`src/rtl/core/int64_divide_modulo_macros.svh`:
```
// ----------------------------------------------------------------------------
// int64_divide_modulo assertion macros
// Concurrent assertion helpers for the divider RTL, used by the division cell.
// ----------------------------------------------------------------------------
`ifndef INT64_DIVIDE_MODULO_MACROS_SVH
`define INT64_DIVIDE_MODULO_MACROS_SVH

`ifndef NO_ASSERTIONS

// Same-cycle implication, disabled during reset
`define IDM_ASSERT_NOW(lbl, clk, rst_n, ante, cons) \
    lbl: assert property (@(posedge clk) disable iff (!rst_n) (ante) |-> (cons)) \
        else $error("int64_divide_modulo: assertion failed");

// Next-cycle implication, disabled during reset
`define IDM_ASSERT_NEXT(lbl, clk, rst_n, ante, cons) \
    lbl: assert property (@(posedge clk) disable iff (!rst_n) (ante) |=> (cons)) \
        else $error("int64_divide_modulo: assertion failed");

`else

`define IDM_ASSERT_NOW(lbl, clk, rst_n, ante, cons)
`define IDM_ASSERT_NEXT(lbl, clk, rst_n, ante, cons)

`endif

`endif

```
`src/rtl/core/idm_pkg.sv`:
```
`timescale 1ns / 1ps
// ----------------------------------------------------------------------------
// idm_pkg
// Shared types and constants for the pipelined integer divider.
// ----------------------------------------------------------------------------
package idm_pkg;

    // Fixed field widths on the stream ports
    localparam int FIELD_W = 64;
    localparam int MODE_W  = 2;

    // Operation codes carried in the request tuser
    localparam logic [MODE_W-1:0] MODE_UQUOT = 2'd0;
    localparam logic [MODE_W-1:0] MODE_UREM  = 2'd1;
    localparam logic [MODE_W-1:0] MODE_SQUOT = 2'd2;
    localparam logic [MODE_W-1:0] MODE_SREM  = 2'd3;

    // Per-request control that rides along the cell chain
    typedef struct packed {
        logic rem_sel;  // deliver remainder instead of quotient
        logic neg;      // negate the selected magnitude at the end
        logic dz;       // divisor was zero
    } ctl_t;

endpackage

```
`src/rtl/core/idm_div_cell.sv`:
```
`timescale 1ns / 1ps
// ----------------------------------------------------------------------------
// idm_div_cell
// One restoring division step: shift in a dividend bit, trial subtract.
// ----------------------------------------------------------------------------
`include "int64_divide_modulo_macros.svh"

module idm_div_cell #(
    parameter int W = 64
) (
    input  logic           clk,
    input  logic           rst_n,
    input  logic           in_valid,
    output logic           in_ready,
    input  logic [W-1:0]   in_r,
    input  logic [W-1:0]   in_nq,
    input  logic [W-1:0]   in_den,
    input  idm_pkg::ctl_t  in_ctl,
    output logic           out_valid,
    input  logic           out_ready,
    output logic [W-1:0]   out_r,
    output logic [W-1:0]   out_nq,
    output logic [W-1:0]   out_den,
    output idm_pkg::ctl_t  out_ctl
);

    logic            valid_reg;
    logic [W-1:0]    r_reg, r_next;
    logic [W-1:0]    nq_reg, nq_next;
    logic [W-1:0]    den_reg;
    idm_pkg::ctl_t   ctl_reg;

    logic [W:0]      shifted;
    logic [W+1:0]    diff;
    logic            qbit;

    assign in_ready = !valid_reg || out_ready;

    // Trial subtract on the partial remainder with its carry bit
    always_comb
    begin
        shifted = {in_r, in_nq[W-1]};
        diff    = {1'b0, shifted} - {2'b00, in_den};
        qbit    = ~diff[W+1];
        r_next  = qbit ? diff[W-1:0] : shifted[W-1:0];
        nq_next = {in_nq[W-2:0], qbit};
    end

    // Control register
    always_ff @(posedge clk or negedge rst_n)
    begin
        if (!rst_n)
            valid_reg <= 1'b0;
        else if (in_ready)
            valid_reg <= in_valid;
    end

    // Payload registers
    always_ff @(posedge clk)
    begin
        if (in_ready && in_valid)
        begin
            r_reg   <= r_next;
            nq_reg  <= nq_next;
            den_reg <= in_den;
            ctl_reg <= in_ctl;
        end
    end

    assign out_valid = valid_reg;
    assign out_r     = r_reg;
    assign out_nq    = nq_reg;
    assign out_den   = den_reg;
    assign out_ctl   = ctl_reg;

    // Partial remainder stays below a nonzero divisor
    `IDM_ASSERT_NOW(a_rem_below_den, clk, rst_n, valid_reg && (den_reg != '0), r_reg < den_reg)
    // Zero-divisor flag agrees with the carried divisor
    `IDM_ASSERT_NOW(a_dz_matches, clk, rst_n, valid_reg, ctl_reg.dz == (den_reg == '0))
    // A stalled cell keeps its partial result
    `IDM_ASSERT_NEXT(a_stall_hold, clk, rst_n, valid_reg && !out_ready,
                     valid_reg && $stable(r_reg) && $stable(nq_reg))

endmodule

```
`config.mk`:
```
export PLATFORM = sky130hd
export DESIGN_NAME = idm_div_cell
export DESIGN_NICKNAME = d
export VERILOG_FILES = /design/src/rtl/core/idm_pkg.sv /design/src/rtl/core/idm_div_cell.sv
export VERILOG_INCLUDE_DIRS = /design/src /design/src/rtl/core
export SDC_FILE = /design/constraint.sdc
export NUM_CORES = 1
export LEC_CHECK = 0
export BUFFER_PORTS_ARGS = -buffer_cell sky130_fd_sc_hd__buf_4
export CAP_MARGIN = 20
export CORE_AREA = 2 2 153 155
export DETAILED_ROUTE_END_ITERATION = 7
export DIE_AREA = 0 0 155 157
export PLACE_DENSITY = 0.81
export SLEW_MARGIN = 20
export SYNTH_ARGS = -nofsm -noshare
export SYNTH_HDL_FRONTEND = slang
export SYNTH_SLANG_ARGS = --single-unit
```
`constraint.sdc`:
```
create_clock -name clk -period 6.4 [get_ports clk]
set_input_delay 0.96 -clock clk [delete_from_list [all_inputs] [get_ports clk]]
set_output_delay 0.96 -clock clk [all_outputs]
set_load 0.05 [all_outputs]
```
==> results.rst <==
.. list-table::
   :header-rows: 1

   * - Metric
     - Value
   * - Placed Cells incl. Taps
     - 1599
   * - Part of the cycle the worst path needs
     - between 60% and 70%
   * - HPWL after detailed placement
     - 23700 um
   * - Post-route non-filler standard cell count
     - ~1600
   * - Sequential share of the synthesized area
     - 56.0%
   * - Flop and latch count out of synthesis
     - 196
   * - Root Buffer
     - sky130_fd_sc_hd__clkbuf_16
   * - DRC violation count after routing
     - 0
   * - Leading cell type in the layout, fill and taps excluded
     - sky130_fd_sc_hd__buf_4
   * - Total number of H-tree levels
     - 4
   * - Number of buffers added to fix hold violations after cts
     - 0
   * - CTS tree
     - built
   * - Headroom to the max-slew limit
     - between 30% and 40%
   * - Kind of end point of the critical path
     - flip-flop
   * - # clock sinks
     - 196
   * - Sum of routed wire length over all layers
     - 29900 um
   * - Slowest CP cell
     - sky130_fd_sc_hd__buf_4
   * - Average instance area after synthesis
     - 11.1 um^2
   * - Fraction of power spent switching nets
     - 34.3%
   * - # Post-CTS Setup Buffers
     - 0
   * - Vias per cell
     - ~5.4
   * - Final hold viol count
     - 0
   * - Data arrival at the endpoint of the critical path
     - roughly 4.5 ns
   * - Setup repair after global routing missed its margin
     - no
   * - Share of total power in combinational logic
     - 29.8%
   * - DR WL/cell
     - 18.3 um
   * - Clock edge transition at the registers on the reported setup and hold paths
     - 0.08 ns
   * - Max-cap violations
     - 0
   * - Fraction of layout instances using a drive strength above 1
     - 33.7%
   * - Leakage component of the power
     - 6.32 nW
   * - Internal Dissipation
     - 2.47 mW
   * - Post-Route Setup TNS
     - 0 ns
   * - Initial standard-cell utilization of the core
     - 46.6%
   * - Routability congestion estimate from global placement
     - 0.900
   * - Crit Path Category
     - primary input to flip-flop
   * - Area post-placement
     - between 10000 and 15000 um^2
   * - Die Footprint
     - between 20000 and 25000 um^2
   * - Post-synth net total
     - 1206
   * - Worst stage delay on the critical path
     - ~0.64 ns
   * - Largest voltage drop on the vdd net
     - about 0.14 mV
   * - Via count
     - 8741
   * - Y dimension of the die
     - 157 um
   * - Top_reg_cell synth
     - sky130_fd_sc_hd__edfxtp_1
   * - Insertion delay of the later-clocked pin in the worst-skew pair
     - around 0.43 ns
   * - Gate family responsible for the most delay along the worst path
     - compound AO/OA/AOI/OAI gates
   * - Mapped Area
     - 10500 um^2
   * - Synthesis warning total
     - 0
   * - Post-synth cell types
     - ~60
   * - Utilization after layout
     - 63.6%
   * - Global route total overflow
     - 0
   * - Worst Clk Skew
     - 0.0107 ns
   * - Async S/R FF share, synth
     - 0.510%
   * - Horizontal die dimension
     - 155 um
   * - Antenna violation net count after detailed routing
     - 0
   * - Ratio of total power to cell area
     - 262 nW/um^2
   * - FP Rows
     - 55
   * - Peak fanout along the critical path
     - 71
   * - Post-synth EDFFs
     - a little under 200
   * - Overall Power
     - 3.75 mW
   * - Number of buffers inserted by port buffering
     - slightly below 400
   * - Pin count of the biggest net entering global routing
     - 83
   * - Maximum operating frequency
     - 234 MHz
   * - Cells traversed along the worst timing path
     - buf_4 > inv_1 > ha_1 > o211ai_1 > a21o_1 > a21oi_1 > a221o_2 > a31oi_2 > o41ai_4 > a211oi_2 > o31ai_4 > buf_4 > mux2_2
   * - Buffer and inverter count on the worst path
     - 3
   * - Core region area
     - 22500 um^2
   * - Initial DRC Count
     - between 600 and 700
   * - Hold Path Class
     - primary input to async pin
   * - Antenna violations before repair
     - 1
   * - Instance count of the mapped netlist
     - 942
   * - Min cycle time layout
     - approximately 4.3 ns
   * - Via count of the first global-routing pass
     - 8526
   * - IO Count
     - around 400
   * - Clock power frac
     - between 20 and 30%
   * - Area added between synthesis and finish
     - 36.4%
   * - Final number of setup-violating endpoints
     - 0
   * - Total of cells resized after clock tree synthesis
     - 0
   * - Num CTS Buffers
     - 17
   * - Startpoint Class
     - primary input
   * - Sequential fraction of design power
     - 41.7%
   * - Reported net switching power
     - 1.29 mW
   * - Max Buffers Root-to-Sink
     - 2
   * - Most used cell, CP
     - sky130_fd_sc_hd__buf_4
   * - Commonest cells after routing, fill and taps aside
     - sky130_fd_sc_hd__buf_4 (398), sky130_fd_sc_hd__edfxtp_1 (195), sky130_fd_sc_hd__a21oi_1 (133)
   * - Cell count of the worst reg-to-reg path
     - 3
   * - Global-route wire length before repair
     - approximately 44000 um
   * - Worst slew pin tran
     - 0.940 ns
   * - Max-slew violation total from the final report
     - 0
   * - Post-layout nets
     - 1597
   * - Detailed-routing iteration count for the pre-antenna-repair pass
     - 5
   * - Number of logic stages on the critical path including buffering
     - 13
   * - Number of fillers in the final layout
     - 1816
   * - Overall routing resource usage
     - 23.6%
   * - WP data required
     - about 6.6 ns
   * - Outcome
     - finished clean
   * - Design area
     - 14300 um^2
==> layer usage <==
| metal | part of all wire (%) | vias up | wire length (um) | track usage (%) |
|---|---|---|---|---|
| li1 | - | 4224 | - | - |
| met1 | 39 | 4110 | 11600 | 26.9 |
| met2 | 50 | 355 | 15000 | 41.6 |
| met3 | 7.9 | 52 | 2360 | 6.83 |
| met4 | 3.1 | 0 | 936 | 9.48 |
| met5 | 0 | - | 0 | 0 |
==> power groups by stage <==
stage / logic [mW] / clock network [mW] / registers [mW]
floorplan: 0.435 / 0 / 1.92
global placement: 1.10 / 0 / 1.59
detailed placement: 1.11 / 0 / 1.59
CTS: 1.12 / 1.09 / 1.57
global route: 1.20 / 1.13 / 1.57
finish: 1.12 / 1.07 / 1.56
==> registers in the layout, indices dropped and copies added, names as in the netlist <==
| name | count |
|---|---|
| out_ctl | 3 |
| out_den | 64 |
| out_nq | 64 |
| out_r | 64 |
| out_valid | 1 |
==> final timing paths <==
check	slack (ns)	to	startpoint
min	0.28	out_valid	rst_n
min in group clk	0.55	out_valid	out_valid
max in group asynchronous	6.04	out_valid	rst_n
min reg2reg	0.55	out_valid	out_valid
max	2.13	out_r[18]	in_den[4]
max reg2reg	4.07	out_den[18]	out_valid
==> through the flow <==
step           setup WS [ns]  hold slack (ns)
6_report                2.13            0.284
5_1_grt                 1.88            0.263
4_1_cts                 2.16            0.265
3_5_place_dp            1.72            0.529
3_3_place_gp            1.86            0.516
2_1_floorplan           2.03            0.664
==> synth_stat cells (4+ instances only) <==
cell type / n / area [um^2]
sky130_fd_sc_hd__edfxtp_1: 195 / 5860
sky130_fd_sc_hd__a21oi_1: 133 / 666
sky130_fd_sc_hd__nor2_1: 96 / 360
sky130_fd_sc_hd__inv_1: 86 / 323
sky130_fd_sc_hd__nand2_1: 71 / 267
sky130_fd_sc_hd__ha_1: 64 / 801
sky130_fd_sc_hd__xnor2_1: 31 / 272
sky130_fd_sc_hd__o21ai_0: 28 / 140
sky130_fd_sc_hd__a21o_1: 26 / 195
sky130_fd_sc_hd__xor2_1: 26 / 228
sky130_fd_sc_hd__o21bai_1: 13 / 97.6
sky130_fd_sc_hd__nand3_1: 12 / 60.1
sky130_fd_sc_hd__nand4_1: 12 / 75.1
sky130_fd_sc_hd__buf_2: 11 / 55.1
sky130_fd_sc_hd__clkbuf_1: 11 / 41.3
sky130_fd_sc_hd__a31oi_1: 10 / 62.6
sky130_fd_sc_hd__mux2_2: 9 / 101
sky130_fd_sc_hd__a211oi_1: 8 / 60.1
sky130_fd_sc_hd__o21a_1: 7 / 52.6
sky130_fd_sc_hd__and3_1: 6 / 37.5
sky130_fd_sc_hd__o211ai_1: 6 / 45.0
sky130_fd_sc_hd__nor2b_1: 5 / 31.3
sky130_fd_sc_hd__a31o_2: 4 / 35.0
sky130_fd_sc_hd__and2_1: 4 / 25.0
sky130_fd_sc_hd__nand2b_1: 4 / 25.0
sky130_fd_sc_hd__nor3_1: 4 / 20.0
sky130_fd_sc_hd__o221ai_1: 4 / 35.0
sky130_fd_sc_hd__or3_1: 4 / 25.0
==> layout make-up <==
| type | instances | area, um^2 | area share [%] |
|---|---|---|---|
| Clock inverter | 14 | 153 | 1.07 |
| Antenna cell | 1 | 2.50 | 0.0175 |
| Tap cell | 285 | 357 | 2.49 |
| Multi-Input combinational cell | 633 | 4160 | 29.1 |
| Inverter | 86 | 323 | 2.26 |
| Sequential cell | 196 | 5880 | 41.1 |
| Clock buffer | 18 | 429 | 3.00 |
| Timing Repair Buffer | 399 | 3010 | 21.0 |
==> worst register-to-register path: stages (launching register included) <==
cell                       delay (ns)
sky130_fd_sc_hd__dfrtp_1         0.38
sky130_fd_sc_hd__nand2b_1        0.11
sky130_fd_sc_hd__and2_4          0.75
sky130_fd_sc_hd__buf_4           0.70
==> cells by family after synthesis <==
group / share of synthesized area, %
mux: 1.48
compound gates: 16.0
xor+xnor: 4.76
flops: 56.0
buf+inv: 4.36
fa+ha+maj: 7.82
simple gates: 9.61
No activity file was read; power rests on OpenSTA's default activity.
