File: config.mk
export PLATFORM = sky130hd
export DESIGN_NAME = idm_prep_cell
export DESIGN_NICKNAME = d
export VERILOG_FILES = /design/src/rtl/core/int64_divide_modulo_macros.svh /design/src/rtl/core/idm_pkg.sv /design/src/rtl/core/idm_prep_cell.sv
export SDC_FILE = /design/constraint.sdc
export NUM_CORES = 1
export LEC_CHECK = 0
export ABC_CLOCK_PERIOD_IN_PS = 5000
export BUFFER_PORTS_ARGS = -buffer_cell sky130_fd_sc_hd__clkbuf_2
export CAP_MARGIN = 0
export CORE_MARGIN = 3
export CORE_UTILIZATION = 45
export CTS_CLUSTER_SIZE = 25
export DETAILED_ROUTE_END_ITERATION = 8
export GPL_TIMING_DRIVEN = 0
export PLACE_DENSITY = 0.76
export SLEW_MARGIN = 20
export SYNTH_ARGS = -nofsm -noshare
export SYNTH_HDL_FRONTEND = slang
export SYNTH_SLANG_ARGS = --single-unit
File: constraint.sdc
create_clock -name clk -period 5 [get_ports clk]
set_input_delay 0.5 -clock clk [delete_from_list [all_inputs] [get_ports clk]]
set_output_delay 0.5 -clock clk [all_outputs]
set_load 0.03 [all_outputs]
File: src/rtl/core/int64_divide_modulo_macros.svh
// ----------------------------------------------------------------------------
// int64_divide_modulo assertion macros
// Concurrent assertion helpers for the divider RTL, used by the division cell.
// ----------------------------------------------------------------------------
`ifndef INT64_DIVIDE_MODULO_MACROS_SVH
`define INT64_DIVIDE_MODULO_MACROS_SVH

`ifndef NO_ASSERTIONS

// Same-cycle implication, disabled during reset
`define IDM_ASSERT_NOW(lbl, clk, rst_n, ante, cons) \
    lbl: assert property (@(posedge clk) disable iff (!rst_n) (ante) |-> (cons)) \
        else $error("int64_divide_modulo: assertion failed");

// Next-cycle implication, disabled during reset
`define IDM_ASSERT_NEXT(lbl, clk, rst_n, ante, cons) \
    lbl: assert property (@(posedge clk) disable iff (!rst_n) (ante) |=> (cons)) \
        else $error("int64_divide_modulo: assertion failed");

`else

`define IDM_ASSERT_NOW(lbl, clk, rst_n, ante, cons)
`define IDM_ASSERT_NEXT(lbl, clk, rst_n, ante, cons)

`endif

`endif

File: src/rtl/core/idm_pkg.sv
`timescale 1ns / 1ps
// ----------------------------------------------------------------------------
// idm_pkg
// Shared types and constants for the pipelined integer divider.
// ----------------------------------------------------------------------------
package idm_pkg;

    // Fixed field widths on the stream ports
    localparam int FIELD_W = 64;
    localparam int MODE_W  = 2;

    // Operation codes carried in the request tuser
    localparam logic [MODE_W-1:0] MODE_UQUOT = 2'd0;
    localparam logic [MODE_W-1:0] MODE_UREM  = 2'd1;
    localparam logic [MODE_W-1:0] MODE_SQUOT = 2'd2;
    localparam logic [MODE_W-1:0] MODE_SREM  = 2'd3;

    // Per-request control that rides along the cell chain
    typedef struct packed {
        logic rem_sel;  // deliver remainder instead of quotient
        logic neg;      // negate the selected magnitude at the end
        logic dz;       // divisor was zero
    } ctl_t;

endpackage

File: src/rtl/core/idm_prep_cell.sv
`timescale 1ns / 1ps
// ----------------------------------------------------------------------------
// idm_prep_cell
// Entry stage: masks operands, takes magnitudes and sets up sign control.
// ----------------------------------------------------------------------------
module idm_prep_cell #(
    parameter int W = 64
) (
    input  logic                          clk,
    input  logic                          rst_n,
    input  logic                          in_valid,
    output logic                          in_ready,
    input  logic [idm_pkg::MODE_W-1:0]    in_mode,
    input  logic [idm_pkg::FIELD_W-1:0]   in_dividend,
    input  logic [idm_pkg::FIELD_W-1:0]   in_divisor,
    output logic                          out_valid,
    input  logic                          out_ready,
    output logic [W-1:0]                  out_r,
    output logic [W-1:0]                  out_nq,
    output logic [W-1:0]                  out_den,
    output idm_pkg::ctl_t                 out_ctl
);

    logic            valid_reg;
    logic [W-1:0]    nq_reg, nq_next;
    logic [W-1:0]    den_reg, den_next;
    idm_pkg::ctl_t   ctl_reg, ctl_next;

    logic [W-1:0]    a;
    logic [W-1:0]    b;
    logic            an;
    logic            bn;
    logic            is_signed;

    assign in_ready = !valid_reg || out_ready;

    // Operand magnitudes and sign control
    always_comb
    begin
        a         = in_dividend[W-1:0];
        b         = in_divisor[W-1:0];
        an        = a[W-1];
        bn        = b[W-1];
        is_signed = 1'b0;
        ctl_next  = '0;
        unique case (in_mode)
            idm_pkg::MODE_UQUOT:
            begin
                ctl_next.rem_sel = 1'b0;
            end
            idm_pkg::MODE_UREM:
            begin
                ctl_next.rem_sel = 1'b1;
            end
            idm_pkg::MODE_SQUOT:
            begin
                is_signed        = 1'b1;
                ctl_next.rem_sel = 1'b0;
                ctl_next.neg     = an ^ bn;
            end
            idm_pkg::MODE_SREM:
            begin
                is_signed        = 1'b1;
                ctl_next.rem_sel = 1'b1;
                ctl_next.neg     = an;
            end
            default:
            begin
                ctl_next = '0;
            end
        endcase
        ctl_next.dz = (b == '0);
        nq_next     = (is_signed && an) ? ('0 - a) : a;
        den_next    = (is_signed && bn) ? ('0 - b) : b;
    end

    // Control register
    always_ff @(posedge clk or negedge rst_n)
    begin
        if (!rst_n)
            valid_reg <= 1'b0;
        else if (in_ready)
            valid_reg <= in_valid;
    end

    // Payload registers
    always_ff @(posedge clk)
    begin
        if (in_ready && in_valid)
        begin
            nq_reg  <= nq_next;
            den_reg <= den_next;
            ctl_reg <= ctl_next;
        end
    end

    assign out_valid = valid_reg;
    assign out_r     = '0;
    assign out_nq    = nq_reg;
    assign out_den   = den_reg;
    assign out_ctl   = ctl_reg;

endmodule

==> flow_summary_export.csv, run 1 <==
group,metric,value,unit
cts,cts_buffers,17,
die,die_w,136.5,microns
synth,synth_area_leaders,"edfxtp_1 (51%), xor2_1 (10%), buf_4 (6.4%)",
synth,synth_top_area_share,51.36,%
global_route,antenna_found_initial,1,
final_layout,syn_to_final_growth,32.23,%
worst_setup_path,slowest_delay,0.76,ns
routing,drtAntennaViolNets,0,
global_route,grt_busiest_layer,"met2",
global_route,grt.overflow.total,0,
routing,route.detailed.drc,0,
synth,yosysTopAreaCell,"edfxtp_1",
sta,fmax,397.1,MHz
power_and_ir_drop,finalPower,3.210,mW
place,dp_slack,2.050,ns
sta,min_period,2.518,ns
worst_setup_path,cp_cell_sequence,"clkbuf_2 > nor3_1 > nand3_1 > nor4_1 > a31oi_1 > xor2_1",
global_route,grt_pass1_vias,6257,
cts,post_cts_buffers,0,
cts,cts_tree,"yes",
sta,slew_viol_final,0,
global_route,grt_pass1_wl,33360,microns
routing,firstDrtPassIters,5,
synth,synth_area,7660,sq um
hold_path,holdCritPathClass,"in -> reg",
sta,slew_headroom,45.87,%
synth,ys_seq_area_share,51.68,%
sta,setup_viol,0,
sta,skew,0.006779,ns
synth,postSynthCellCount,692,
final_layout,drive_gt1_share,37.12,%
synth,synthMostInstantiatedCell,"edfxtp_1",
job,max_cap_viol_count,0,
place,place_inst,1243,
synth,yosysWarningCount,0,
power_and_ir_drop,power_leakage,4.486,nW
routing,routed_via_density,5.142,
cts,cts.reportedPaths.clkPinSlew,0.06,ns
synth,synth_edf_count,131,
routing,wl_per_cell,17.42,microns
status,status,"complete, no violations",
synth,ys_ff_latch,132,
die,rows,47,
global_route,grt_use_met3,9.104,%
hold_path,hp-start,"in_divisor[0]",
cts,cts_buffer_depth,2,
sta,setup_slack,2.482,ns
final_layout,num_antenna_cells,0,
final_layout,stdcell_count,1276,
die,ioPinCount,331,
synth,synth_commonest_cells,"edfxtp_1 (131), xor2_1 (91), nor2_1 (74)",
global_route,grt.met1_usage,25.69,%
routing,drt_iter0_markers,462,
worst_setup_path,critPathSlowestCell,"nor4_1",
synth,synth_top_flop_cell,"edfxtp_1",
worst_setup_path,path_class,"in -> reg",
global_route,grt_use_met2,40.53,%
power_and_ir_drop,power_density,316.9,nW/um^2
worst_setup_path,crit_fanout,6,
synth,synth_cell_types,45,
worst_setup_path,startpoint_type,"input port",
synth,async_flop_share,0.7576,%
global_route,grt_usage,23.42,%
final_layout,final_nets,1179,
worst_setup_path,reg2reg_from,"out_valid$_DFFE_PN0N_",
cts,clock_latency,0.42,ns
final_layout,nFillCells,1397,
worst_setup_path,critPathBufInv,1,
die,die_y,136.5,microns
cts,htree_levels,4,
synth,avgSynthCellArea,11.07,sq um
place,dp_hpwl,17700,microns
power_and_ir_drop,ir_worst_vdd,0.2211,mV
worst_setup_path,worstPathArrival,2.68,ns
routing,routed_wl,22220,microns
die,core_area,16640,sq um
die,start_util,46.03,%
worst_setup_path,worstPathRequired,5.16,ns
final_layout,post-route-util,60.86,%
worst_setup_path,critPathTopFamily,"simple AND/OR/NAND/NOR gates",
worst_setup_path,cp-startpoint,"in_divisor[26]",
cts,root_buffer,"clkbuf_16",
routing,vias,6561,
die,die_area,18620,sq um
global_route,grt_max_degree,56,
place,port_buffers,266,
cts,cts_num_sinks,132,
sta,rsz0062_at_grt,"false",
sta,worst_slew_pin_slew,0.8057,ns
sta,finalCritPeriodShare,50.36,%
sta,hold_viol_final,0,
worst_setup_path,critPathCaptureType,"register",
place,gp_congestion,0.9143,
[final cells by class]
type / count / area (sq um) / area share (%)
sequential: 132 / 3959 / 39.09
multi-input combinational: 523 / 3303 / 32.61
timing repair buffer: 269 / 1389 / 13.71
buffer: 80 / 561.8 / 5.547
clock buffer: 17 / 425.4 / 4.200
tap: 220 / 275.3 / 2.718
clock inverter: 15 / 140.1 / 1.384
inverter: 20 / 75.07 / 0.7412
[kinds of logic (layout without fill, tap and decap cells)]
| kind of cell | after synthesis | in the layout | share of synthesized area [%] |
|---|---|---|---|
| xor+xnor | 123 | 123 | 14.06 |
| flops | 132 | 132 | 51.68 |
| simple gates | 230 | 230 | 17.54 |
| compound gates | 104 | 104 | 8.020 |
| other cells | 1 | 64 | 0.04896 |
| fa+ha+maj | 2 | 2 | 0.3266 |
| buf+inv | 100 | 401 | 8.314 |
[worst reg2reg max path: cells and delay by family, from the launching register on]
family	cells	cell delay, ns
buffers and inverters	2	0.61
and+or+nand+nor	2	0.61
DFF	1	0.38
[state kept, by name (all words and copies together), names as in the netlist]
name and cells:
out_ctl 3, out_nq 64, out_valid 1, out_den 64
[metal layers]
metal	part of all wire (%)	vias to the layer above
met5	0.081	-
met4	2.6	2
met3	12	50
met2	51	381
met1	35	3009
li1	-	3119
[metrics by stage]
stage	setup TNS (ns)	cell area, sq um	hold slack, ns
final	0	10130	0.2993
after global routing	0	10130	0.2924
after CTS	0	10130	0.2823
after detailed placement	0	9553	0.2760
after global placement	-60.07	9503	0.2764
after floorplan	0	7896	0.2044
[placed cells by master, fill, tap and decap left out, drive strengths merged, types with 2 or more instances in the layout]
cell      instances
a21boi            2
a21oi            48
a31oi            33
a41oi             5
and2              5
and3              4
buf              71
bufinv            2
clkbuf          294
clkinv            8
clkinvlp          4
conb             64
edfxtp          131
ha                2
inv              21
nand2            25
nand2b            5
nand3            11
nand4             9
nand4b            2
nor2             74
nor3             36
nor4             31
nor4b             4
o21ai             9
o31ai             4
o41ai             3
or2               3
or3               9
or4              10
xnor2            32
xor2             91
[final timing paths]
path,end,depth (start not counted),slack (ns)
min in group asynchronous,out_valid$_DFFE_PN0N_,2,0.39
worst max register to register,out_den[49]$_DFFE_PP_,4,3.02
max in group asynchronous,out_valid$_DFFE_PN0N_,2,4.53
worst min-delay path,out_den[0]$_DFFE_PP_,1,0.30
worst min register to register,out_valid$_DFFE_PN0N_,2,0.58
worst max-delay path,out_den[58]$_DFFE_PP_,6,2.48
[power by group]
group / internal (mW) / switching (mW) / leakage (nW)
Combinational: 0.203 / 0.448 / 2.96
Sequential: 1.33 / 0.0217 / 1.26
Clock: 0.726 / 0.485 / 0.270
Total: 2.25 / 0.955 / 4.49
[timing repair]
| item | CTS | global route |
|---|---|---|
| hold buffers | 1 | 0 |
| hold endpoints to repair | 1 | 0 |
| gates resized for setup | 0 | 0 |
No activity file was read; power rests on OpenSTA's default activity.
==> inputs of run 2 (changes only) <==
--- a/config.mk
+++ b/config.mk
@@ -5,7 +5,7 @@
 export SDC_FILE = /design/constraint.sdc
 export NUM_CORES = 1
 export LEC_CHECK = 0
-export ABC_CLOCK_PERIOD_IN_PS = 5000
+export ABC_CLOCK_PERIOD_IN_PS = 2360
 export BUFFER_PORTS_ARGS = -buffer_cell sky130_fd_sc_hd__clkbuf_2
 export CAP_MARGIN = 0
 export CORE_MARGIN = 3
==> constraint.sdc (replaced) <==
create_clock -name clk -period 2.36 [get_ports clk]
set_input_delay 0.236 -clock clk [delete_from_list [all_inputs] [get_ports clk]]
set_output_delay 0.236 -clock clk [all_outputs]
set_load 0.03 [all_outputs]
==> run 2 against run 1 <==
Flip-flop and latch count stayed put. Final area is 0.40% lower. Non-clock buffer count stayed put. Highest routed layer is now met4. Via count is 0.55% lower. Critical path type unchanged. Largest cell class unchanged.
==> flow_summary_export.csv, run 2 (same netlist as run 1, synthesis figures left out) <==
group,metric,value,unit
status,status,"complete, no violations",
sta,fmax,445.7,MHz
worst_setup_path,crit_fanout,10,
hold_path,holdCritPathClass,"in -> reg",
cts,cts.reportedPaths.clkPinSlew,0.06,ns
final_layout,fin_area,10090,sq um
final_layout,drive_gt1_share,36.93,%
die,ioPinCount,331,
cts,cts_buffer_depth,2,
global_route,grt_pass1_vias,6291,
final_layout,post-route-util,60.62,%
final_layout,num_antenna_cells,0,
place,place_inst,1243,
worst_setup_path,critPathCaptureType,"register",
cts,cts_num_sinks,132,
sta,worst_slew_pin_slew,0.8091,ns
sta,slew_headroom,45.65,%
die,die_w,136.5,microns
worst_setup_path,startpoint_type,"input port",
routing,routed_wl,22270,microns
sta,fin_setup_tns,0,ns
routing,wl_met2,11210,microns
worst_setup_path,path_class,"in -> reg",
final_layout,multiInputGateArea,3326,sq um
die,start_util,46.03,%
global_route,antenna_found_initial,0,
routing,drt-met1-wl,8100,microns
die,die_y,136.5,microns
cts,cts_buffers,17,
routing,firstDrtPassIters,7,
global_route,grt_max_degree,54,
final_layout,layout_commonest_cell,"clkbuf_2",
sta,rsz0062_at_grt,"false",
sta,timing.hold.ws,0.03238,ns
sta,setup_viol,0,
final_layout,final_cell_mix,"clkbuf_2 (266), edfxtp_1 (131), xor2_1 (91), nor2_1 (73), buf_4 (65)",
die,die_area,18620,sq um
die,core_area,16640,sq um
power_and_ir_drop,power_density,649.5,nW/um^2
place,placedInstanceArea,9553,sq um
routing,drt_iter0_markers,395,
routing,drtAntennaViolNets,0,
sta,min_period,2.244,ns
place,gp_congestion,0.8972,
routing,wl_per_cell,17.45,microns
routing,topRoutingLayerUsed,"met4",
cts,post_cts_buffers,0,
global_route,grt_usage,23.35,%
global_route,grt.overflow.total,0,
routing,vias,6525,
worst_setup_path,worstPathArrival,2.40,ns
cts,cts_tree,"yes",
sta,slew_viol_final,0,
die,rows,47,
power_and_ir_drop,ir_worst_vdd,0.4797,mV
job,max_cap_viol_count,0,
final_layout,stdcell_count,1276,
sta,hold_viol_final,0,
worst_setup_path,worstPathRequired,2.52,ns
sta,finalCritPeriodShare,95.07,%
routing,routed_via_density,5.114,
global_route,grt_pass1_wl,33430,microns
power_and_ir_drop,power_leakage,4.469,nW
sta,skew,0.01041,ns
place,port_buffers,266,
final_layout,nFillCells,1417,
cts,root_buffer,"clkbuf_16",
routing,wl_met3,2520,microns
cts,clock_latency,0.42,ns
routing,route.detailed.drc,0,
final_layout,syn_to_final_growth,31.70,%
cts,htree_levels,4,
final_layout,final_nets,1179,
place,dp_hpwl,17660,microns
final_layout,ff_latch_area,3959,sq um
run 2: layer usage:
metal	vias to the layer above	GRT usage, %
li1	3108	-
met1	3042	26.24
met2	339	40.64
met3	36	9.326
met4	0	7.167
met5	-	0
run 2: repair_timing:
action,4_1_cts,5_1_grt
hold buffers,1,0
pin swaps,0,0
resized for setup,1,3
endpoints found under the setup margin,1,3
hold endpoints to repair,1,0
run 2: layout make-up:
cell class | instances | area share [%]
flip-flops and latches | 132 | 39.24
well taps | 220 | 2.729
plain buffers | 80 | 5.569
multi-input cells | 523 | 32.97
clock buffers | 25 | 4.614
inverters | 20 | 0.7441
clock inverters | 7 | 0.3721
repair buffers | 269 | 13.77
run 2: path summary, 6_finish.rpt:
path | start | endpoint | slack (ns) | cells after the start
setup / recovery | in_dividend[24] | out_nq[57]$_DFFE_PP_ | 0.12 | 7
hold / removal | in_divisor[0] | out_den[0]$_DFFE_PP_ | 0.03 | 1
setup reg to reg | out_valid$_DFFE_PN0N_ | out_den[5]$_DFFE_PP_ | 0.63 | 3
hold reg to reg | out_valid$_DFFE_PN0N_ | out_valid$_DFFE_PN0N_ | 0.55 | 2
max in group asynchronous | rst_n | out_valid$_DFFE_PN0N_ | 2.14 | 2
min in group asynchronous | rst_n | out_valid$_DFFE_PN0N_ | 0.13 | 2
run 2: report_power, final:
group | total [mW] | switching [mW] | internal [mW]
sequential | 2.86 | 0.0494 | 2.81
clock | 2.32 | 0.958 | 1.36
combinational | 1.38 | 0.947 | 0.429
total | 6.55 | 1.95 | 4.60
run 2: critical path, cell delays in order:
cell and delay (ns):
clkbuf_2 0.13, nor4_2 0.74, nand2_1 0.24, nor4_4 0.54, buf_6 0.23, a31oi_1 0.12
xor2_1 0.15
run 2: per-stage QoR:
step                      total power, mW  setup slack (ns)
after detailed placement            4.275           -0.4559
after floorplan                     3.801           0.09939
after CTS                           6.588            0.1345
final                               6.553            0.1163
after global routing                6.819           0.01582
after global placement              4.246           -0.4159
