File: config.mk
export PLATFORM = sky130hd
export DESIGN_NAME = idm_finish_cell
export DESIGN_NICKNAME = d
export VERILOG_FILES = /design/src/rtl/core/int64_divide_modulo_macros.svh /design/src/rtl/core/idm_pkg.sv /design/src/rtl/core/idm_finish_cell.sv
export SDC_FILE = /design/constraint.sdc
export NUM_CORES = 1
export LEC_CHECK = 0
export ABC_CLOCK_PERIOD_IN_PS = 5600
export BUFFER_PORTS_ARGS = -buffer_cell sky130_fd_sc_hd__buf_2
export CAP_MARGIN = 20
export CELL_PAD_IN_SITES_DETAIL_PLACEMENT = 0
export CELL_PAD_IN_SITES_GLOBAL_PLACEMENT = 1
export CORE_ASPECT_RATIO = 0.75
export CORE_MARGIN = 2
export CORE_UTILIZATION = 40
export CTS_CLUSTER_SIZE = 14
export DETAILED_ROUTE_END_ITERATION = 12
export PLACE_DENSITY_LB_ADDON = 0.05
export SLEW_MARGIN = 20
export SYNTH_ARGS = -nofsm -noshare
export SYNTH_HDL_FRONTEND = slang
export SYNTH_SLANG_ARGS = --single-unit
File: constraint.sdc
create_clock -name clk -period 5.6 [get_ports clk]
set_input_delay 1.68 -clock clk [delete_from_list [all_inputs] [get_ports clk]]
set_output_delay 1.68 -clock clk [all_outputs]
set_load 0.01 [all_outputs]
File: src/rtl/core/int64_divide_modulo_macros.svh
// ----------------------------------------------------------------------------
// int64_divide_modulo assertion macros
// Concurrent assertion helpers for the divider RTL, used by the division cell.
// ----------------------------------------------------------------------------
`ifndef INT64_DIVIDE_MODULO_MACROS_SVH
`define INT64_DIVIDE_MODULO_MACROS_SVH

`ifndef NO_ASSERTIONS

// Same-cycle implication, disabled during reset
`define IDM_ASSERT_NOW(lbl, clk, rst_n, ante, cons) \
    lbl: assert property (@(posedge clk) disable iff (!rst_n) (ante) |-> (cons)) \
        else $error("int64_divide_modulo: assertion failed");

// Next-cycle implication, disabled during reset
`define IDM_ASSERT_NEXT(lbl, clk, rst_n, ante, cons) \
    lbl: assert property (@(posedge clk) disable iff (!rst_n) (ante) |=> (cons)) \
        else $error("int64_divide_modulo: assertion failed");

`else

`define IDM_ASSERT_NOW(lbl, clk, rst_n, ante, cons)
`define IDM_ASSERT_NEXT(lbl, clk, rst_n, ante, cons)

`endif

`endif

File: src/rtl/core/idm_pkg.sv
`timescale 1ns / 1ps
// ----------------------------------------------------------------------------
// idm_pkg
// Shared types and constants for the pipelined integer divider.
// ----------------------------------------------------------------------------
package idm_pkg;

    // Fixed field widths on the stream ports
    localparam int FIELD_W = 64;
    localparam int MODE_W  = 2;

    // Operation codes carried in the request tuser
    localparam logic [MODE_W-1:0] MODE_UQUOT = 2'd0;
    localparam logic [MODE_W-1:0] MODE_UREM  = 2'd1;
    localparam logic [MODE_W-1:0] MODE_SQUOT = 2'd2;
    localparam logic [MODE_W-1:0] MODE_SREM  = 2'd3;

    // Per-request control that rides along the cell chain
    typedef struct packed {
        logic rem_sel;  // deliver remainder instead of quotient
        logic neg;      // negate the selected magnitude at the end
        logic dz;       // divisor was zero
    } ctl_t;

endpackage

File: src/rtl/core/idm_finish_cell.sv
`timescale 1ns / 1ps
// ----------------------------------------------------------------------------
// idm_finish_cell
// Exit stage: selects quotient or remainder, applies sign, holds result.
// ----------------------------------------------------------------------------
module idm_finish_cell #(
    parameter int W = 64
) (
    input  logic                          clk,
    input  logic                          rst_n,
    input  logic                          in_valid,
    output logic                          in_ready,
    input  logic [W-1:0]                  in_r,
    input  logic [W-1:0]                  in_q,
    input  idm_pkg::ctl_t                 in_ctl,
    output logic                          out_valid,
    input  logic                          out_ready,
    output logic [idm_pkg::FIELD_W-1:0]   out_result,
    output logic                          out_dz
);

    logic                          valid_reg;
    logic [idm_pkg::FIELD_W-1:0]   result_reg, result_next;
    logic                          dz_reg;
    logic [W-1:0]                  sel;
    logic [W-1:0]                  res;

    assign in_ready = !valid_reg || out_ready;

    // Select and re-sign
    always_comb
    begin
        sel         = in_ctl.rem_sel ? in_r : in_q;
        res         = in_ctl.neg ? ('0 - sel) : sel;
        result_next = idm_pkg::FIELD_W'(res);
    end

    // Control register
    always_ff @(posedge clk or negedge rst_n)
    begin
        if (!rst_n)
            valid_reg <= 1'b0;
        else if (in_ready)
            valid_reg <= in_valid;
    end

    // Payload registers
    always_ff @(posedge clk)
    begin
        if (in_ready && in_valid)
        begin
            result_reg <= result_next;
            dz_reg     <= in_ctl.dz;
        end
    end

    assign out_valid  = valid_reg;
    assign out_result = result_reg;
    assign out_dz     = dz_reg;

endmodule

==> metrics.md, run 1 <==
| Metric | Value |
|---|---|
| Post-route insts no fill | 863 |
| Worst slack, placed | 0.7594 ns |
| Final #Nets | 826 |
| Pint | 1.140 mW |
| Crit start category | primary input |
| IO Pins | 202 |
| Worst slew pin tran | 1.094 ns |
| Post-Route Skew | 0.006099 ns |
| Placed cells | 845 |
| Status | complete, no violations |
| Via count | 4669 |
| Synth warnings | 0 |
| Syn Nets | 636 |
| Router iterations before antenna repair | 5 |
| Top-area cell type share of the netlist area | 0.3851 |
| FP Rows | 35 |
| Setup Buffers After CTS | 0 |
| Tmin final | 4.451 ns |
| Full die area | 0.01360 mm2 |
| Sw Share | 0.2723 |
| CTS tree | built |
| WL final | 15810 um |
| Avg Vias per Cell | 5.410 |
| Fin crit share | 0.7948 |
| Antenna violations before repair | 2 |
| Final core area utilization | 0.5299 |
| Placer congestion estimate | 0.8256 |
| Worst-path clk slew | 0.05 ns |
| Skew-Pair Late Insertion Delay | 0.34 ns |
| Sum Neg Setup Slack | 0 ns |
| Async set or reset register ratio after synthesis | 0.01515 |
| Seq cells post-synth | 66 |
| Initial DRC count | 351 |
| RSZ-0062 raised after global routing | false |
| Die width | 134.0 um |
| Hold path depth | 2 |
| Max-cap violations | 0 |
| Leakage | 2.581 nW |
| # DRC | 0 |
| Worst reg-to-reg setup slack | 3.52 ns |
| Slowest CP cell | a2111oi_4 |
| Cell variety after synth | 57 |
| Synth area leader | edfxtp_1 |
| First-pass GRT wire length | 24000 um |
| Most used flip-flop cell after synthesis | edfxtp_1 |
| Final Hold Fails | 0 |
| Layout cells sized above 1 | 0.3568 |
| Power per cell area | 240.3 mW/mm2 |
| Slew HR | 0.2707 |
| Worst endpoint required time | 5.68 ns |
| Antenna Nets Post-Route | 0 |
| Cells after Synth | 500 |
| Crit end category | flop |
| Reg2Reg Depth | 3 |
| WP depth | 9 |
| Pins Over Slew Limit | 0 |
| Maximum vdd ir drop | 0.0001546 V |
| Fmax | 224.7 MHz |
| Crit-path leading delay family | compound AO/OA/AOI/OAI gates |
| Netlist Area Pre-Place | 0.005069 mm2 |
| Most common cell on crit path | nand3_1 |
| CP peak stage delay | 0.63 ns |
| Initial Util | 0.4119 |
| Detailed placement HPWL | 12090 um |
| Global Route Usage Sum | 0.2308 |
| Sequential area share after synthesis | 0.3900 |
| Arrival time at the worst endpoint | 4.53 ns |
| WL/cell | 18.32 um |
| Final WS setup | 1.149 ns |
| Net Switching | 0.4267 mW |
| GRT overflow | 0 |
| Hold Path Class | flop to flop |
| CTS Root Cell | clkbuf_16 |
| Clock tree sinks | 66 |
| CP Class | primary input to flop |
| Post-Syn Area per Cell | 10.14 um2 |
| PortBufs | 201 |
| EDFF count, synth | 65 |
| Final setup violation count | 0 |
| Core area | 0.01231 mm2 |
| Main area contributors after synthesis | edfxtp_1 39%, mux2i_1 12%, xor2_1 7.9% |
| Worst path cell trace | buf_6 -> mux2i_1 -> ha_1 -> nor3b_1 -> nand3_1 -> a2111oi_4 -> nand3_1 -> o21ai_0 -> xor2_1 |
| Synthesis-to-finish area growth | 28.66% |
| Cts repair resizes | 0 |
| Hold Buf Count CTS | 0 |
| Largest net degree at the start of global routing | 82 |
| CTS Buf Count | 9 |
| Clock network power share | 0.396 |
| Die height | 101.5 um |
| CTS H-tree depth | 3 |
| Clock buffer depth | 2 |
| Worst Path Max Fanout | 81 |
| Combinational share of power | 0.213 |
| Reg power frac | 0.391 |
| Bufs and invs on worst path | 1 |
| Vias in the first global route | 4336 |
-- through the flow --
stage | power, mW | area (um2) | hold WS, ns
floorplan | 0.8085 | 5069 | 0.6221
global placement | 0.9535 | 6196 | 0.4945
detailed placement | 0.9537 | 6196 | 0.5273
CTS | 1.580 | 6516 | 0.5423
global route | 1.632 | 6519 | 0.5679
finish | 1.567 | 6521 | 0.5368
-- Yosys cell counts, types with 6 or more instances --
master / number
a21oi_1: 20
o21ai_0: 23
mux2_2: 6
nand2_1: 24
o22ai_1: 12
edfxtp_1: 65
xnor2_1: 15
buf_2: 16
o31ai_1: 11
clkbuf_1: 7
mux2i_1: 60
xor2_1: 46
nor3b_1: 25
nor3_1: 44
nor4_1: 13
nor2_1: 36
-- per-layer routing --
metal | track usage | wire [um] | vias up
met5 | 0 | 0 | -
met4 | 0.04746 | 119 | 0
met3 | 0.06657 | 1453 | 10
met2 | 0.3231 | 6228 | 198
met1 | 0.3508 | 8009 | 2154
li1 | - | - | 2307
-- power by group through the flow --
stage / Sequential (mW) / Combinational, mW / Clock (mW)
floorplan: 0.643 / 0.166 / 0
global placement: 0.623 / 0.330 / 0
global route: 0.617 / 0.364 / 0.651
finish: 0.613 / 0.334 / 0.620
detailed placement: 0.623 / 0.331 / 0
CTS: 0.614 / 0.334 / 0.633
-- area by class of cell --
| class | count | area, um2 |
|---|---|---|
| Fill cell | 1181 | 5784 |
| Tap cell | 166 | 207.7 |
| Sequential cell | 66 | 1977 |
| Inverter | 2 | 7.507 |
| Multi-Input combinational cell | 406 | 2949 |
| Antenna cell | 2 | 5.005 |
| Timing Repair Buffer | 205 | 1055 |
| Clock buffer | 11 | 242.7 |
| Clock inverter | 5 | 77.57 |
-- registers in the layout (all words and copies together), names as in the netlist --
name / cells
out_valid: 1
out_result: 64
out_dz: 1
-- worst min-delay path, cell delays in order (launching register included) --
cell	delay (ns)
dfrtp_1	0.34
nand2b_1	0.08
nand2b_1	0.08
-- logic make-up (layout without fill, tap and decap cells) --
kind of cell    after synthesis  after routing  synth area share
simple gates                185            185            0.2076
flops                        66             66            0.3900
other cells                   0              2                 0
compound gates               93             93            0.1343
fa+ha+maj                     1              1          0.002468
mux                          66             66            0.1318
xor+xnor                     61             61            0.1054
buf+inv                      28            223           0.02839
-- path summary, 6_finish.rpt --
| check | from | to |
|---|---|---|
| max | in_ctl[2] | out_result[60] |
| min | out_valid | out_valid |
| max reg2reg | out_valid | out_result[37] |
| min reg2reg | out_valid | out_valid |
| max in group asynchronous | rst_n | out_valid |
| min in group asynchronous | rst_n | out_valid |
-- layout by cell type (no fill, tap or decap), types with 6 or more instances in the layout --
cell type / netlist / routed
a21oi_1: 20 / 20
buf_2: 16 / 200
clkbuf_16: 0 / 9
edfxtp_1: 65 / 65
mux2_2: 6 / 6
mux2i_1: 60 / 60
nand2_1: 24 / 24
nor2_1: 36 / 36
nor3_1: 44 / 44
nor3b_1: 25 / 25
nor4_1: 13 / 13
o21ai_0: 23 / 23
o22ai_1: 12 / 12
o31ai_1: 11 / 11
xnor2_1: 15 / 15
xor2_1: 46 / 46
Power figures use the tool's default switching activity.
==> inputs of run 2 (changes only) <==
Settings changed: ABC_CLOCK_PERIOD_IN_PS 5600 to 3900, CORE_UTILIZATION 40 to 33.
Clock period 5.6 ns to 3.9 ns, I/O delays scaled along.
==> metrics.md, run 2 (synthesis gave the netlist of run 1 again) <==
| Metric | Value |
|---|---|
| Synthesis-to-finish area growth | 32.49% |
| Final WS setup | 0.1254 ns |
| Commonest non-fill, non-tap cell in the layout | buf_2 |
| Avg Vias per Cell | 5.248 |
| CTS Buf Count | 9 |
| Skew-Pair Late Insertion Delay | 0.34 ns |
| Maximum vdd ir drop | 0.0002297 V |
| Vias in the first global route | 4762 |
| Die width | 147.1 um |
| Hold WS | 0.5295 ns |
| Clock tree sinks | 66 |
| Arrival time at the worst endpoint | 3.83 ns |
| Worst slew pin tran | 0.9363 ns |
| RSZ-0062 raised after global routing | false |
| Post-Route Skew | 0.01017 ns |
| Crit end category | flop |
| Power per cell area | 327.1 mW/mm2 |
| Layout cells sized above 1 | 0.3713 |
| Slowest CP cell | o41ai_1 |
| CP peak stage delay | 0.68 ns |
| Cts repair resizes | 0 |
| Global Route Usage Sum | 0.2087 |
| Worst Path Max Fanout | 54 |
| Post-route insts no fill | 916 |
| Crit-path leading delay family | simple AND/OR/NAND/NOR gates |
| Max-cap violations | 0 |
| Worst-path clk slew | 0.06 ns |
| Final setup violation count | 0 |
| Total power | 2.197 mW |
| Leakage | 2.646 nW |
| Full die area | 0.01638 mm2 |
| Fin crit share | 0.9678 |
| First-pass GRT wire length | 26400 um |
| Final #Nets | 842 |
| Initial DRC count | 328 |
| Antenna violations before repair | 0 |
| Antenna Cells | 0 |
| Slew HR | 0.3758 |
| Clock buffer depth | 2 |
| FP Rows | 39 |
| GRT overflow | 0 |
| WL final | 17040 um |
| Router iterations before antenna repair | 5 |
| # DRC | 0 |
| Pins Over Slew Limit | 0 |
| CP Class | primary input to flop |
| Most common cell on crit path | buf_12 |
| Final Hold Fails | 0 |
| Most frequent cells in the layout | 200 x buf_2, 65 x edfxtp_1, 60 x mux2i_1 |
| Initial Util | 0.3351 |
| Placer congestion estimate | 0.8248 |
| Die height | 111.3 um |
| PortBufs | 201 |
| Detailed placement HPWL | 13260 um |
| Core area | 0.01513 mm2 |
| Crit start category | primary input |
| Fillers | 1509 |
| Via count | 4807 |
| Worst slack, placed | -0.1044 ns |
| CTS H-tree depth | 3 |
| Sum Neg Setup Slack | 0 ns |
| Hold Buf Count CTS | 0 |
| Max reg flops | 64 |
| Hold Path Class | flop to flop |
| Placed cells | 900 |
| WL/cell | 18.60 um |
| Setup Buffers After CTS | 0 |
| CTS Root Cell | clkbuf_16 |
| Fmax | 264.9 MHz |
| Bufs and invs on worst path | 3 |
| Antenna Nets Post-Route | 0 |
| Worst endpoint required time | 3.96 ns |
| Largest net degree at the start of global routing | 66 |
| Tmin final | 3.775 ns |
| CTS tree | built |
| Worst path cell trace | buf_6 -> buf_12 -> buf_12 -> mux2i_1 -> nand2_1 -> nor4_1 -> nand4_1 -> o41ai_1 -> xnor2_1 |
| IO Pins | 202 |
| Status | complete, no violations |
-- run 2: metal layers --
metal / GRT usage / vias to the layer above / wire (um)
met5: 0 / - / 0
met4: 0.05000 / 0 / 267
met3: 0.04590 / 19 / 1119
met2: 0.2919 / 173 / 6849
met1: 0.3241 / 2288 / 8802
li1: - / 2327 / -
-- run 2: worst paths after layout --
check                                from              to  slack [ns]  cells after the start
worst max-delay path            in_ctl[2]  out_result[59]        0.13                      9
worst min-delay path            out_valid       out_valid        0.53                      2
worst max register to register  out_valid   out_result[6]        2.22                      2
worst min register to register  out_valid       out_valid        0.53                      2
max in group asynchronous           rst_n       out_valid        3.23                      1
min in group asynchronous           rst_n       out_valid        0.59                      1
-- run 2: cell type report --
cell class	count	area, um2	area share
clock buffer	9	225.2	0.03354
clock inverter	7	60.06	0.008944
sequential	66	1977	0.2944
inverter	2	7.507	0.001118
timing repair buffer	221	1200	0.1787
multi-input combinational	406	2989	0.4451
tap	205	256.5	0.03820
-- run 2: power breakdown --
part           internal [mW]  switching [mW]  leakage [nW]
clock network          0.486           0.327         0.132
logic                  0.213           0.290          1.89
registers              0.863          0.0180         0.630
-- run 2: per-stage QoR --
stage / utilization / instance area (um2)
after global routing: 0.4439 / 6715
final: 0.4439 / 6715
after global placement: 0.4251 / 6430
after floorplan: - / 5145
after CTS: 0.4439 / 6715
after detailed placement: 0.4251 / 6430
-- run 2: worst reg2reg max path, stage by stage (launching register included) --
cell and delay (ns):
dfrtp_1 0.37, nand2b_1 0.11, and2_4 0.76
==> inputs of run 3 (changes only) <==
Settings changed: CORE_ASPECT_RATIO 0.75 to unset, CORE_UTILIZATION 33 to 34, CTS_BUF_LIST set to sky130_fd_sc_hd__clkbuf_8.
==> metrics.md, run 3 (synthesis gave the netlist of run 1 again) <==
| Metric | Value |
|---|---|
| Status | complete, no violations |
| Cts repair resizes | 0 |
| RSZ-0062 raised after global routing | false |
| Hold Buf Count CTS | 0 |
| Commonest non-fill, non-tap cell in the layout | buf_2 |
| Die width | 126.1 um |
| Skew-Pair Late Insertion Delay | 0.37 ns |
| Initial Util | 0.3487 |
| Leakage | 2.601 nW |
| Slew HR | 0.3579 |
| Clock tree sinks | 66 |
| CTS Buf Count | 9 |
| Worst-path clk slew | 0.07 ns |
| Arrival time at the worst endpoint | 3.53 ns |
| Via count | 4658 |
| Reg power frac | 0.469 |
| PortBufs | 201 |
| Initial DRC count | 229 |
| Setup Buffers After CTS | 0 |
| Tmin final | 3.427 ns |
| Antenna Nets Post-Route | 0 |
| Clock buffer depth | 2 |
| Layout cells sized above 1 | 0.3690 |
| Combinational share of power | 0.262 |
| Power per cell area | 285.6 mW/mm2 |
| WL final | 16170 um |
| Crit start category | primary input |
| Avg Vias per Cell | 5.210 |
| Global Route Usage Sum | 0.1993 |
| Final #Nets | 841 |
| Max-cap violations | 0 |
| Post-Route Skew | 0.006981 ns |
| Core area | 0.01453 mm2 |
| Full die area | 0.01590 mm2 |
| Vias in the first global route | 4696 |
| Net Switching | 0.5814 mW |
| Hold Path Class | flop to flop |
| # DRC | 0 |
| Final setup violation count | 0 |
| Worst endpoint required time | 4.00 ns |
| Final Hold Fails | 0 |
| Max reg flops | 64 |
| WL/cell | 18.09 um |
| Sw Share | 0.3108 |
| CTS Root Cell | clkbuf_8 |
| Fin crit share | 0.8787 |
| Total power | 1.870 mW |
| Most frequent cells in the layout | 200 x buf_2, 65 x edfxtp_1, 60 x mux2i_1 |
| Largest net degree at the start of global routing | 66 |
| Die height | 126.1 um |
| CTS H-tree depth | 3 |
| Worst slew pin tran | 0.9632 ns |
| Clock network power share | 0.269 |
| Worst Path Max Fanout | 22 |
| FP Rows | 44 |
| CP Class | primary input to flop |
| Placer congestion estimate | 0.8019 |
| GRT overflow | 0 |
| Router iterations before antenna repair | 4 |
| CTS tree | built |
| Detailed placement HPWL | 12390 um |
| Sum Neg Setup Slack | 0 ns |
| Pint | 1.289 mW |
| Antenna Cells | 0 |
| Crit end category | flop |
| Fmax | 291.8 MHz |
| Pins Over Slew Limit | 0 |
| Maximum vdd ir drop | 0.0001106 V |
| Synthesis-to-finish area growth | 29.20% |
| Antenna violations before repair | 1 |
| First-pass GRT wire length | 24880 um |
| IO Pins | 202 |
run 3: cell types whose count changed in the layout (fill, tap and decap cells not counted):
cell        previous run  this run
clkinv_1               4         3
clkinv_2               0         2
buf_4                 17        16
clkbuf_8               0         9
inv_1                  2         4
clkbuf_16              9         0
bufinv_16              1         0
clkinvlp_4             2         0
run 3: area by class of cell:
cell class / instances / area [um2]
Fill cell: 1450 / 7985
Inverter: 2 / 7.507
Clock inverter: 7 / 28.78
Tap cell: 184 / 230.2
Sequential cell: 66 / 1977
Clock buffer: 9 / 123.9
Multi-Input combinational cell: 406 / 2989
Timing Repair Buffer: 220 / 1192
run 3: worst paths after layout:
check / start / endpoint / slack [ns] / depth (start not counted)
setup / recovery: in_ctl[2] / out_result[59] / 0.47 / 8
hold / removal: out_valid / out_valid / 0.53 / 2
setup reg to reg: out_valid / out_dz / 2.21 / 2
hold reg to reg: out_valid / out_valid / 0.53 / 2
max in group asynchronous: rst_n / out_valid / 3.25 / 1
min in group asynchronous: rst_n / out_valid / 0.56 / 1
run 3: through the flow:
| step | hold WS, ns | utilization | worst slack [ns] | cells | area, um2 |
|---|---|---|---|---|---|
| global placement | 0.5013 | 0.4401 | 0.06930 | 878 | 6396 |
| floorplan | 0.6221 | - | 0.0006595 | 500 | 5145 |
| finish | 0.5334 | 0.4506 | 0.4731 | 894 | 6549 |
| CTS | 0.5442 | 0.4506 | 0.4270 | 894 | 6549 |
| global route | 0.5495 | 0.4506 | 0.3054 | 894 | 6549 |
| detailed placement | 0.5257 | 0.4401 | 0.06566 | 878 | 6396 |
run 3: critical path: stages:
cell,delay (ns)
buf_6,0.22
or4b_1,0.49
o22a_1,0.26
a211oi_1,0.42
buf_4,0.20
nand4_1,0.16
o41ai_1,0.48
xnor2_1,0.11
run 3: metal layers:
layer	vias to the layer above	routed length [um]	GRT usage
li1	2325	-	-
met1	2163	7454	0.2745
met2	154	7317	0.3118
met3	16	1150	0.04588
met4	0	250	0.06270
met5	-	0	0
run 3: power groups by stage:
stage	Combinational, mW	Clock (mW)	Sequential (mW)
5_1_grt	0.537	0.539	0.883
6_report	0.490	0.503	0.878
3_3_place_gp	0.488	0	0.894
4_1_cts	0.492	0.517	0.879
2_1_floorplan	0.246	0	0.923
3_5_place_dp	0.489	0	0.893
